File: src/design/kvt_pkg.sv
// ----------------------------------------------------------------------------
// kvt_pkg
// Types, constants and helper functions shared by the key/value tokenizer.
// ----------------------------------------------------------------------------
package kvt_pkg;

	localparam int KEY_CAPACITY   = 128;
	localparam int VALUE_CAPACITY = 256;

	localparam int KeyLenW = $clog2(KEY_CAPACITY);
	localparam int ValLenW = $clog2(VALUE_CAPACITY);

	// Result kinds.
	localparam logic [1:0] KIND_KEY     = 2'd0;
	localparam logic [1:0] KIND_VALUE   = 2'd1;
	localparam logic [1:0] KIND_DISCARD = 2'd2;
	localparam logic [1:0] KIND_DONE    = 2'd3;

	// Character codes.
	localparam logic [7:0] CH_SPACE  = 8'h20;
	localparam logic [7:0] CH_TAB    = 8'h09;
	localparam logic [7:0] CH_LF     = 8'h0A;
	localparam logic [7:0] CH_CR     = 8'h0D;
	localparam logic [7:0] CH_N      = 8'h6E;
	localparam logic [7:0] CH_T      = 8'h74;
	localparam logic [7:0] CH_R      = 8'h72;
	localparam logic [7:0] CH_QUOTE  = 8'h22;
	localparam logic [7:0] CH_EQUAL  = 8'h3D;
	localparam logic [7:0] CH_BSLASH = 8'h5C;

	typedef struct packed {
		logic [7:0] data_byte;
		logic       end_of_string;
	} item_t;

	typedef struct packed {
		logic [1:0] kind;
		logic [7:0] out_byte;
		logic       run_last;
	} token_t;

	// Results produced by one byte, handed from the parser to the queue.
	typedef struct packed {
		logic [1:0] count;
		token_t     first;
		token_t     second;
	} push_t;

	function automatic logic is_ws(input logic [7:0] b);
		return (b == CH_SPACE) || (b == CH_TAB);
	endfunction

	function automatic logic [7:0] translate(input logic [7:0] b);
		logic [7:0] r;
		r = b;
		if (b == CH_N)
			r = CH_LF;
		else if (b == CH_T)
			r = CH_TAB;
		else if (b == CH_R)
			r = CH_CR;
		return r;
	endfunction

endpackage

File: src/design/key_value_tokenizer.sv
// ----------------------------------------------------------------------------
// key_value_tokenizer
// Splits a command-line byte stream into key bytes, value bytes and markers.
// ----------------------------------------------------------------------------
// One byte is taken per clock while byte_stall is low. Each accepted byte
// waits in an input register until the queue has room, then the parser
// writes its zero, one or two results into a four-entry result queue. A
// byte moves on whenever the queue has room for two results, so the input
// runs at one byte per cycle as long as the output side takes one result
// per cycle; bytes that yield two results (a key or value byte plus its
// end marker) can only drain at the output rate of one result per cycle.
// A byte passes the input register and its results the queue. No clearing pass is needed after reset.
module key_value_tokenizer (
	input  logic            clk,
	input  logic            arst_n,
	input  logic            byte_valid,
	output logic            byte_stall,
	input  kvt_pkg::item_t  byte_data,
	output logic            tok_valid,
	input  logic            tok_stall,
	output kvt_pkg::token_t tok_data
);

	kvt_pkg::item_t item_s1;
	logic           item_valid_s1;
	logic           advance;
	logic           room;
	kvt_pkg::push_t push;

	assign advance    = item_valid_s1 && room;
	assign byte_stall = item_valid_s1 && !room;

	always_ff @(posedge clk) begin
		if (byte_valid && !byte_stall)
			item_s1 <= byte_data;
	end

	always_ff @(posedge clk or negedge arst_n) begin
		if (!arst_n)
			item_valid_s1 <= 1'b0;
		else if (!byte_stall)
			item_valid_s1 <= byte_valid;
	end

	kvt_parser u_parser (
		.clk     (clk),
		.arst_n  (arst_n),
		.advance (advance),
		.item    (item_s1),
		.push    (push)
	);

	kvt_queue u_queue (
		.clk       (clk),
		.arst_n    (arst_n),
		.push_en   (advance),
		.push      (push),
		.room      (room),
		.tok_valid (tok_valid),
		.tok_stall (tok_stall),
		.tok_data  (tok_data)
	);

endmodule

File: src/design/kvt_parser.sv
// ----------------------------------------------------------------------------
// kvt_parser
// Parse state and the per-byte decision logic; emits up to two results.
// ----------------------------------------------------------------------------
module kvt_parser (
	input  logic           clk,
	input  logic           arst_n,
	input  logic           advance,
	input  kvt_pkg::item_t item,
	output kvt_pkg::push_t push
);

	localparam logic [2:0] M_SKIP     = 3'd0;
	localparam logic [2:0] M_KEY      = 3'd1;
	localparam logic [2:0] M_AFTER_EQ = 3'd3;
	localparam logic [2:0] M_UNQ      = 3'd4;
	localparam logic [2:0] M_QUO      = 3'd5;
	localparam logic [2:0] M_ESC_UNQ  = 3'd6;
	localparam logic [2:0] M_ESC_QUO  = 3'd7;

	localparam logic [kvt_pkg::KeyLenW-1:0] KeyMax =
		kvt_pkg::KeyLenW'(kvt_pkg::KEY_CAPACITY - 1);
	localparam logic [kvt_pkg::ValLenW-1:0] ValMax =
		kvt_pkg::ValLenW'(kvt_pkg::VALUE_CAPACITY - 1);

	logic [2:0]                   mode_q, mode_n;
	logic [kvt_pkg::KeyLenW-1:0]  klen_q, klen_n;
	logic [kvt_pkg::ValLenW-1:0]  vlen_q, vlen_n;

	kvt_pkg::token_t res [2];
	logic [1:0]      cnt;
	logic [7:0]      b;
	logic            last;
	logic            quoted;
	logic [7:0]      vb;

	always_comb begin
		b      = item.data_byte;
		last   = item.end_of_string;
		mode_n = mode_q;
		klen_n = klen_q;
		vlen_n = vlen_q;
		cnt    = 2'd0;
		quoted = 1'b0;
		vb     = b;
		res[0] = '0;
		res[1] = '0;

		unique case (mode_q)
			M_SKIP, M_KEY: begin
				if (mode_q == M_SKIP && kvt_pkg::is_ws(b)) begin
					// Still between tokens.
				end else if (b == kvt_pkg::CH_EQUAL) begin
					mode_n = M_AFTER_EQ;
					vlen_n = '0;
					if (mode_q == M_SKIP)
						klen_n = '0;
					if (last) begin
						res[cnt[0]] = '{kvt_pkg::KIND_DONE, 8'h00, 1'b0};
						cnt = cnt + 2'd1;
						mode_n = M_SKIP;
						klen_n = '0;
						vlen_n = '0;
					end
				end else if (kvt_pkg::is_ws(b)) begin
					res[cnt[0]] = '{kvt_pkg::KIND_DISCARD, 8'h00, 1'b0};
					cnt = cnt + 2'd1;
					mode_n = M_SKIP;
					klen_n = '0;
					vlen_n = '0;
				end else begin
					if (mode_q == M_SKIP) begin
						klen_n = '0;
						vlen_n = '0;
					end
					if (klen_n < KeyMax) begin
						res[cnt[0]] = '{kvt_pkg::KIND_KEY, b, 1'b0};
						cnt = cnt + 2'd1;
						klen_n = klen_n + 1'b1;
					end
					mode_n = M_KEY;
					if (last) begin
						res[cnt[0]] = '{kvt_pkg::KIND_DISCARD, 8'h00, 1'b0};
						cnt = cnt + 2'd1;
						mode_n = M_SKIP;
						klen_n = '0;
						vlen_n = '0;
					end
				end
			end
			M_AFTER_EQ, M_UNQ, M_QUO: begin
				quoted = (mode_q == M_QUO);
				if (mode_q == M_AFTER_EQ && kvt_pkg::is_ws(b)) begin
					if (last) begin
						res[cnt[0]] = '{kvt_pkg::KIND_DONE, 8'h00, 1'b0};
						cnt = cnt + 2'd1;
						mode_n = M_SKIP;
						klen_n = '0;
						vlen_n = '0;
					end
				end else if (mode_q == M_AFTER_EQ && b == kvt_pkg::CH_QUOTE) begin
					mode_n = M_QUO;
					if (last) begin
						res[cnt[0]] = '{kvt_pkg::KIND_DONE, 8'h00, 1'b0};
						cnt = cnt + 2'd1;
						mode_n = M_SKIP;
						klen_n = '0;
						vlen_n = '0;
					end
				end else if ((!quoted && kvt_pkg::is_ws(b)) ||
					(quoted && b == kvt_pkg::CH_QUOTE)) begin
					res[cnt[0]] = '{kvt_pkg::KIND_DONE, 8'h00, 1'b0};
					cnt = cnt + 2'd1;
					mode_n = M_SKIP;
					klen_n = '0;
					vlen_n = '0;
				end else if (b == kvt_pkg::CH_BSLASH && !last) begin
					mode_n = quoted ? M_ESC_QUO : M_ESC_UNQ;
				end else begin
					// A trailing backslash lands here and is kept literally.
					if (vlen_q < ValMax) begin
						res[cnt[0]] = '{kvt_pkg::KIND_VALUE, b, 1'b0};
						cnt = cnt + 2'd1;
						vlen_n = vlen_q + 1'b1;
					end
					mode_n = quoted ? M_QUO : M_UNQ;
					if (last) begin
						res[cnt[0]] = '{kvt_pkg::KIND_DONE, 8'h00, 1'b0};
						cnt = cnt + 2'd1;
						mode_n = M_SKIP;
						klen_n = '0;
						vlen_n = '0;
					end
				end
			end
			M_ESC_UNQ, M_ESC_QUO: begin
				vb = kvt_pkg::translate(b);
				if (vlen_q < ValMax) begin
					res[cnt[0]] = '{kvt_pkg::KIND_VALUE, vb, 1'b0};
					cnt = cnt + 2'd1;
					vlen_n = vlen_q + 1'b1;
				end
				mode_n = (mode_q == M_ESC_QUO) ? M_QUO : M_UNQ;
				if (last) begin
					res[cnt[0]] = '{kvt_pkg::KIND_DONE, 8'h00, 1'b0};
					cnt = cnt + 2'd1;
					mode_n = M_SKIP;
					klen_n = '0;
					vlen_n = '0;
				end
			end
			default: begin
				// Unused mode code falls back to idle.
				mode_n = M_SKIP;
				klen_n = '0;
				vlen_n = '0;
			end
		endcase

		// The end of a string always leaves the parser idle.
		if (last && cnt == 2'd0) begin
			mode_n = M_SKIP;
			klen_n = '0;
			vlen_n = '0;
		end

		if (cnt == 2'd1)
			res[0].run_last = 1'b1;
		else if (cnt == 2'd2)
			res[1].run_last = 1'b1;
	end

	assign push.count  = cnt;
	assign push.first  = res[0];
	assign push.second = res[1];

	always_ff @(posedge clk or negedge arst_n) begin
		if (!arst_n) begin
			mode_q <= M_SKIP;
			klen_q <= '0;
			vlen_q <= '0;
		end else if (advance) begin
			mode_q <= mode_n;
			klen_q <= klen_n;
			vlen_q <= vlen_n;
		end
	end

endmodule

File: src/design/kvt_queue.sv
// ----------------------------------------------------------------------------
// kvt_queue
// Four-entry result queue; takes up to two results per cycle, gives one unless tok_stall is high.
// ----------------------------------------------------------------------------
module kvt_queue (
	input  logic            clk,
	input  logic            arst_n,
	input  logic            push_en,
	input  kvt_pkg::push_t  push,
	output logic            room,
	output logic            tok_valid,
	input  logic            tok_stall,
	output kvt_pkg::token_t tok_data
);

	kvt_pkg::token_t mem_q [4];
	logic [1:0]      wr_q;
	logic [1:0]      rd_q;
	logic [2:0]      count_q;
	logic [1:0]      n_push;
	logic            pop;

	assign n_push    = push_en ? push.count : 2'd0;
	assign pop       = tok_valid && !tok_stall;
	assign tok_valid = (count_q != 3'd0);
	assign tok_data  = mem_q[rd_q];
	// Room for the worst case of two results from one byte.
	assign room      = (count_q <= 3'd2);

	always_ff @(posedge clk) begin
		if (n_push != 2'd0)
			mem_q[wr_q] <= push.first;
		if (n_push == 2'd2)
			mem_q[wr_q + 2'd1] <= push.second;
	end

	always_ff @(posedge clk or negedge arst_n) begin
		if (!arst_n) begin
			wr_q    <= '0;
			rd_q    <= '0;
			count_q <= '0;
		end else begin
			wr_q    <= wr_q + n_push;
			rd_q    <= rd_q + {1'b0, pop};
			count_q <= count_q + {1'b0, n_push} - {2'b00, pop};
		end
	end

endmodule
File: config.mk
export PLATFORM = sky130hd
export DESIGN_NAME = key_value_tokenizer
export DESIGN_NICKNAME = d
export VERILOG_FILES = /design/src/design/kvt_pkg.sv /design/src/design/key_value_tokenizer.sv /design/src/design/kvt_parser.sv /design/src/design/kvt_queue.sv
export SDC_FILE = /design/constraint.sdc
export NUM_CORES = 1
export LEC_CHECK = 0
export BUFFER_PORTS_ARGS = -buffer_cell sky130_fd_sc_hd__clkbuf_2
export CAP_MARGIN = 5
export CORE_MARGIN = 2
export CORE_UTILIZATION = 46
export DETAILED_ROUTE_END_ITERATION = 10
export PLACE_DENSITY = 0.71
export RECOVER_POWER = 100
export SLEW_MARGIN = 25
export SYNTH_ARGS = -nofsm -noshare
export SYNTH_HDL_FRONTEND = slang
export SYNTH_HIERARCHICAL = 1
export SYNTH_SLANG_ARGS = --single-unit
File: constraint.sdc
create_clock -name clk -period 4.1 [get_ports clk]
set_clock_uncertainty 0.05 [all_clocks]
set_input_delay 0.82 -clock clk [delete_from_list [all_inputs] [get_ports clk]]
set_output_delay 0.82 -clock clk [all_outputs]
set_load 0.005 [all_outputs]
==> run metrics, run 1 <==
Setup crit start kind register; first-pass GRT wire length 17100 um; total track usage 0.189; Setup Viol. Count Final 0; synthesized cell area just under 5000 um^2; Avg Cell Area, Syn around 11 um^2; Peak Freq between 200 and 300 MHz; Final Cycle Share 0.937; power per cell area roughly 650 nW/um^2; RSZ-0062 raised after global routing false; fraction of registers with async set/reset 0.329; clock sinks 79; PortBufs 25; Max Fanout on Critical Path 11; final hold violation count 0; Clock transition at path regs roughly 0.090 ns; fin area between 5000 and 6000 um^2; boundary pin count 26; Main synth FF type edfxtp_1; actual slew at the worst max-slew pin approximately 1.5 ns; Worst path max stage delay 0.47 ns; Clock Latency Late Sink between 0.3 and 0.4 ns; largest net degree at the start of global routing 27; Ys Warns 6; die area 11600 um^2; Post-DRT Antenna Nets 0; ordered cell list for the critical path or3_1, nand2_1, inv_1, and4_1, nor2b_2, inv_1, ha_1, nand3b_1, a221o_1, nand3b_2, nor2_1, clkbuf_2, mux2_2; Crit Path Category reg2reg; row cnt 37; CP endpoint u_queue/mem_q[3][1]$_DFFE_PP_; synth unique cells a little under 80; dominant cells by area after synthesis edfxtp_1, dfrtp_1, mux2_2; GP Congestion between 0.8 and 0.9; final wirelength between 10000 and 15000 um; EDFF count, synth 53; Worst Reg2Reg Path Length in Cells 13; Yosys top cell by area edfxtp_1; RR Endpoint u_queue/mem_q[3][1]$_DFFE_PP_; top-count cell post-synth edfxtp_1; slew margin rel. 0.0135; required time of the worst setup path approximately 4.2 ns; H-tree levels 3; delay-heaviest family, CP simple AND/OR/NAND/NOR gates; reg-to-reg startpoint u_parser/mode_q[1]$_DFFE_PN0P_; instance count on the critical path 13; CTS root buffer clkbuf_8; antenna cells 0; Setup crit start u_parser/mode_q[1]$_DFFE_PN0P_; routed via count between 3000 and 4000; CTS tree done; top-area cell type share of the netlist area 0.321; reg-to-reg slack, setup 0.26 ns; DRC 0; Seq/Total Area, Yosys 0.453; Area Overhead vs Synth 7.02%; Die Ht ~110 um; Yosys reg bits 79; vias in the first global route ~3400; Final #Nets between 400 and 500; Max Root-Sink Buffers 2; vias per inst 5.89; Buf+Inv Stages, Crit Path 3; gr ovfl total 0; starting density of the core 0.478; Critical Path End Type register; die width 108 um; Most common cell on crit path inv_1; post-CTS setup buffers 0; arrival time worst endpoint a little under 4 ns; min-delay worst type reg2reg; Synth Instances approximately 440; most instantiated cells after synthesis edfxtp_1, mux2_2, nand2_1, nor2_1, dfrtp_1; layout cells sized above 1 0.210; First-pass DRT Iterations 5; Period minus WS final between 3 and 4 ns; clock buffer count from CTS 9; core area around 10000 um^2; Routed WL per cell approximately 17 um; Slew Limit Fails 0; slowest stage cell on the critical path or3_1; initial antenna violation count 0; placed cell areas about 5200 um^2; worst vdd ir between 0.3 and 0.4 mV; drt initial violations approximately 230; Total Neg Setup Slack 0 ns; post-DP HPWL about 7200 um; status finished clean; Pleak between 2 and 2.5 nW; number of fill cells in the layout roughly 920; Max Cap Viol 0
layout by cell type (no fill, tap or decap), drive strengths merged, types with 3 or more instances in the layout:
| cell | instances |
|---|---|
| a211o | 6 |
| a211oi | 3 |
| a21o | 4 |
| a21oi | 16 |
| a31oi | 4 |
| and2 | 10 |
| and3 | 7 |
| buf | 9 |
| clkbuf | 37 |
| conb | 8 |
| dfrtp | 26 |
| edfxtp | 53 |
| ha | 11 |
| inv | 23 |
| mux2 | 45 |
| mux4 | 11 |
| nand2 | 33 |
| nand2b | 8 |
| nand3 | 12 |
| nand3b | 3 |
| nand4 | 6 |
| nor2 | 30 |
| nor2b | 5 |
| nor3 | 8 |
| nor4 | 3 |
| o211ai | 5 |
| o21ai | 16 |
| o22ai | 3 |
| o2bb2ai | 3 |
| o31ai | 4 |
| or3 | 3 |
| xnor2 | 6 |
| xor2 | 3 |
flip-flops by register name, summed over array words and instances, names as in the netlist:
signal           count
item_s1              9
item_valid_s1        1
u_parser/klen_q      7
u_parser/mode_q      3
u_parser/vlen_q      8
u_queue/count_q      3
u_queue/mem_q       44
u_queue/rd_q         2
u_queue/wr_q         2
logic make-up (layout without fill, tap and decap cells):
| group | count (synthesis) | count (layout) | synth area share |
|---|---|---|---|
| XOR/XNOR | 9 | 9 | 0.0159 |
| adder cells (fa/ha/maj) | 12 | 12 | 0.0318 |
| AO/OA/AOI/OAI | 89 | 89 | 0.129 |
| flip-flops | 79 | 79 | 0.453 |
| other | 1 | 8 | 0.000757 |
| AND/OR/NAND/NOR | 141 | 141 | 0.155 |
| multiplexers | 58 | 58 | 0.164 |
| buffers and inverters | 50 | 71 | 0.0510 |
worst min path at each step:
stage	start	endpoint	cells after the start
after floorplan	u_parser/klen_q[3]$_DFFE_PN0P_	u_parser/klen_q[3]$_DFFE_PN0P_	1
after global placement	u_queue/count_q[2]$_DFF_PN0_	u_queue/count_q[2]$_DFF_PN0_	1
after detailed placement	u_queue/count_q[2]$_DFF_PN0_	u_queue/count_q[2]$_DFF_PN0_	1
after CTS	u_queue/count_q[2]$_DFF_PN0_	u_queue/count_q[2]$_DFF_PN0_	1
after global routing	u_queue/count_q[2]$_DFF_PN0_	u_queue/count_q[2]$_DFF_PN0_	1
final	u_queue/count_q[2]$_DFF_PN0_	u_queue/count_q[2]$_DFF_PN0_	1
layout make-up:
class	count	area, um^2	area share
Clock inverter	7	83.8	0.0158
Multi-Input combinational cell	317	2420	0.457
Sequential cell	79	2240	0.423
Inverter	18	67.6	0.0127
Clock buffer	9	124	0.0234
Timing Repair Buffer	37	191	0.0361
Tap cell	136	170	0.0321
power breakdown:
| group | total (mW) | internal [mW] | switching (mW) |
|---|---|---|---|
| Sequential | 1.31 | 1.14 | 0.170 |
| Combinational | 1.52 | 0.692 | 0.824 |
| Clock | 0.618 | 0.294 | 0.324 |
| Total | 3.44 | 2.12 | 1.32 |
timing repair:
action,in CTS,in global routing
setup endpoints to repair,0,54
resized for setup,0,1
hold buffers,0,0
metrics by stage:
stage	cells	utilization	setup slack [ns]	total power, mW	hold WS [ns]
2_1_floorplan	446	-	0.267	2.52	0.405
3_3_place_gp	587	0.500	0.379	2.87	0.433
3_5_place_dp	587	0.500	0.265	2.92	0.439
4_1_cts	603	0.520	0.239	3.56	0.451
5_1_grt	603	0.511	0.00384	3.69	0.472
6_report	603	0.511	0.259	3.44	0.450
per-layer routing:
layer  GRT usage  vias to the layer above  wire length, um
met5           0                        -                0
met4      0.0687                        0              216
met3      0.0303                       11              408
met2       0.319                       98             5030
met1       0.244                     1738             4720
li1            -                     1703                -
Note: power is estimated with default switching activity, not from simulation.
==> run 2, diff against run 1 <==
- CTS_BUF_LIST: unset -> sky130_fd_sc_hd__clkbuf_4
==> run 2 against run 1 <==
The run now ends with max-capacitance violations left. Sequential power about the same. Register-to-register slack about the same. Combinational power increased by 3%. Worst setup slack improved by 0.010 ns. Global-route usage increased by 0.090 points. Cell area decreased by 0.14%.
==> run metrics, run 2 (synthesis gave the netlist of run 1 again) <==
boundary pin count 26 (unchanged); layout cells sized above 1 0.231 (+0.0209); Max Cap Viol 1 (+1); status finished with violations; Setup Viol. Count Final 0 (unchanged); worst hold path startpoint u_queue/count_q[2]$_DFF_PN0_; antenna cells 0 (unchanged); Worst Reg2Reg Path Length in Cells 12 (-1); Period minus WS final 3.83 ns (-0.0103 ns); Max Root-Sink Buffers 2 (unchanged); Largest Register u_queue/mem_q; First-pass DRT Iterations 5 (unchanged); PortBufs 25 (unchanged); max FFs per register 44 (unchanged); power per cell area 640 nW/um^2 (-1.4%); worst vdd ir 0.343 mV (-2.3%); Setup crit start kind register; actual slew at the worst max-slew pin 1.49 ns (+0.00742 ns); die width 108 um (unchanged); FF+latch area 2240 um^2 (unchanged); pre-CTS setup slack 0.265 ns (unchanged); Max Fanout on Critical Path 11 (unchanged); arrival time worst endpoint 4.00 ns (+0.10 ns); Total Neg Setup Slack 0 ns (unchanged); Post-DRT Antenna Nets 0 (unchanged); GRT met1 Usage 0.246 (+0.00233); required time of the worst setup path 4.26 ns (+0.10 ns); Crit Path Category reg2reg; CTS tree done; RR Endpoint u_queue/mem_q[1][1]$_DFFE_PP_; placed cell areas 5180 um^2 (unchanged); number of fill cells in the layout 917 (-0.43%); DRC 0 (unchanged); fin area 5300 um^2 (-0.14%); busiest grt layer met2; post-DP HPWL 7180 um (unchanged); global-route met3 utilization 0.0418 (+0.0115); drt initial violations 220 (-2.2%); GP Congestion 0.849 (unchanged); Peak Freq 261 MHz (+0.27%); hold path cells 1 (unchanged); core area 10400 um^2 (unchanged); hold buffer count at cts 0 (unchanged); min-delay worst type reg2reg; gr ovfl total 0 (unchanged); largest net degree at the start of global routing 27 (unchanged); Clock transition at path regs 0.14 ns (+0.05 ns); H-tree levels 3 (unchanged); row cnt 37 (unchanged); Routed WL per cell 17.2 um (-0.36%); Hold EP u_queue/count_q[2]$_DFF_PN0_; met2 Usage GRT 0.313 (-0.00674); slew margin rel. 0.00854 (-0.00494); initial antenna violation count 0 (unchanged); most common cell after layout, fill and taps aside edfxtp_1; final wirelength 10400 um (-0.19%); most frequent cells in the layout edfxtp_1, mux2_2, nand2_1; Pleak 2.08 nW (+1.2%); Final #Nets 488 (+0.21%); failing checks max-capacitance violations; die area 11600 um^2 (unchanged); Clock Latency Late Sink 0.45 ns (+0.10 ns); reg-to-reg slack, setup 0.27 ns (about the same); post-layout worst setup margin 0.269 ns (+0.0103 ns); Final Cycle Share 0.934 (-0.00251); Critical Path End Type register; total track usage 0.190 (+0.000903); routed via count 3525 (-0.70%); top flop regs u_queue/mem_q (44), item_s1 (9), u_parser/vlen_q (8); Die Ht 108 um (unchanged); clock sinks 79 (unchanged); starting density of the core 0.478 (unchanged); first-pass GRT wire length 17100 um (about the same); footprint of the multi-input gates 2460 um^2 (+1.4%); Slew Limit Fails 0 (unchanged); clock buffer count from CTS 9 (unchanged); final hold violation count 0 (unchanged); reg-to-reg startpoint u_parser/mode_q[1]$_DFFE_PN0P_; Tot Pwr 3.39 mW (-1.5%); vias in the first global route 3451 (+0.087%); CTS root buffer clkbuf_4; RSZ-0062 raised after global routing false; vias per inst 5.84 (-0.87%); Area Overhead vs Synth 6.87%
run 2: cell types whose count changed in the layout (fill, tap and decap cells not counted):
cell	change
and2_0	+1
clkbuf_8	-9
mux2_1	-10
buf_2	-2
clkbuf_4	+9
mux2_4	+10
and2_1	-1
clkbuf_2	-1
or4_1	+1
or4_4	-1
buf_4	+4
run 2: cell type report:
type                       instances  share of cell area
clock buffer                       9              0.0128
tap                              136              0.0321
timing repair buffer              38              0.0390
multi-input combinational        317               0.464
inverter                          18              0.0128
clock inverter                     7              0.0158
sequential                        79               0.423
run 2: where the power goes:
group	internal (mW)	switching [mW]
Sequential	1.14	0.168
Clock	0.199	0.316
Combinational	0.749	0.820
Total	2.08	1.30
run 2: what timing repair did:
item | CTS | global route
buffers inserted | 0 | 1
endpoints found under the setup margin | 0 | 50
resized for setup | 0 | 1
run 2: critical path, cell delays in order (launching register included):
cell and delay (ns):
dfrtp_1 0.40, or3_1 0.47, nand2_1 0.14, inv_1 0.08, and4_1 0.22, nor2b_2 0.20, inv_1 0.12, ha_1 0.24
nand3b_1 0.17, a221o_1 0.42, nand3b_2 0.27, or3_4 0.48, mux2_4 0.33
run 2: routing by layer:
layer	share of wire	up-vias	wire [um]
met5	0	-	0
met4	0.017	0	172
met3	0.040	10	418
met2	0.49	94	5110
met1	0.45	1720	4660
li1	-	1701	-
run 2: worst max path at each step:
stage                                    from                       endpoint  slack (ns)
5_1_grt        u_parser/mode_q[1]$_DFFE_PN0P_   u_queue/count_q[2]$_DFF_PN0_      0.0003
4_1_cts        u_parser/mode_q[2]$_DFFE_PN0P_  u_queue/mem_q[1][1]$_DFFE_PP_        0.23
6_report       u_parser/mode_q[1]$_DFFE_PN0P_  u_queue/mem_q[1][1]$_DFFE_PP_        0.27
3_3_place_gp   u_parser/mode_q[1]$_DFFE_PN0P_  u_queue/mem_q[1][0]$_DFFE_PP_        0.38
2_1_floorplan  u_parser/mode_q[1]$_DFFE_PN0P_  u_queue/mem_q[1][0]$_DFFE_PP_        0.27
3_5_place_dp   u_parser/mode_q[1]$_DFFE_PN0P_  u_queue/mem_q[1][7]$_DFFE_PP_        0.27
run 2: per-stage QoR:
step | std cells | util | hold slack, ns
after global placement | 587 | 0.500 | 0.433
after detailed placement | 587 | 0.500 | 0.439
after CTS | 603 | 0.514 | 0.343
after global routing | 604 | 0.511 | 0.460
after floorplan | 446 | - | 0.405
final | 604 | 0.511 | 0.460
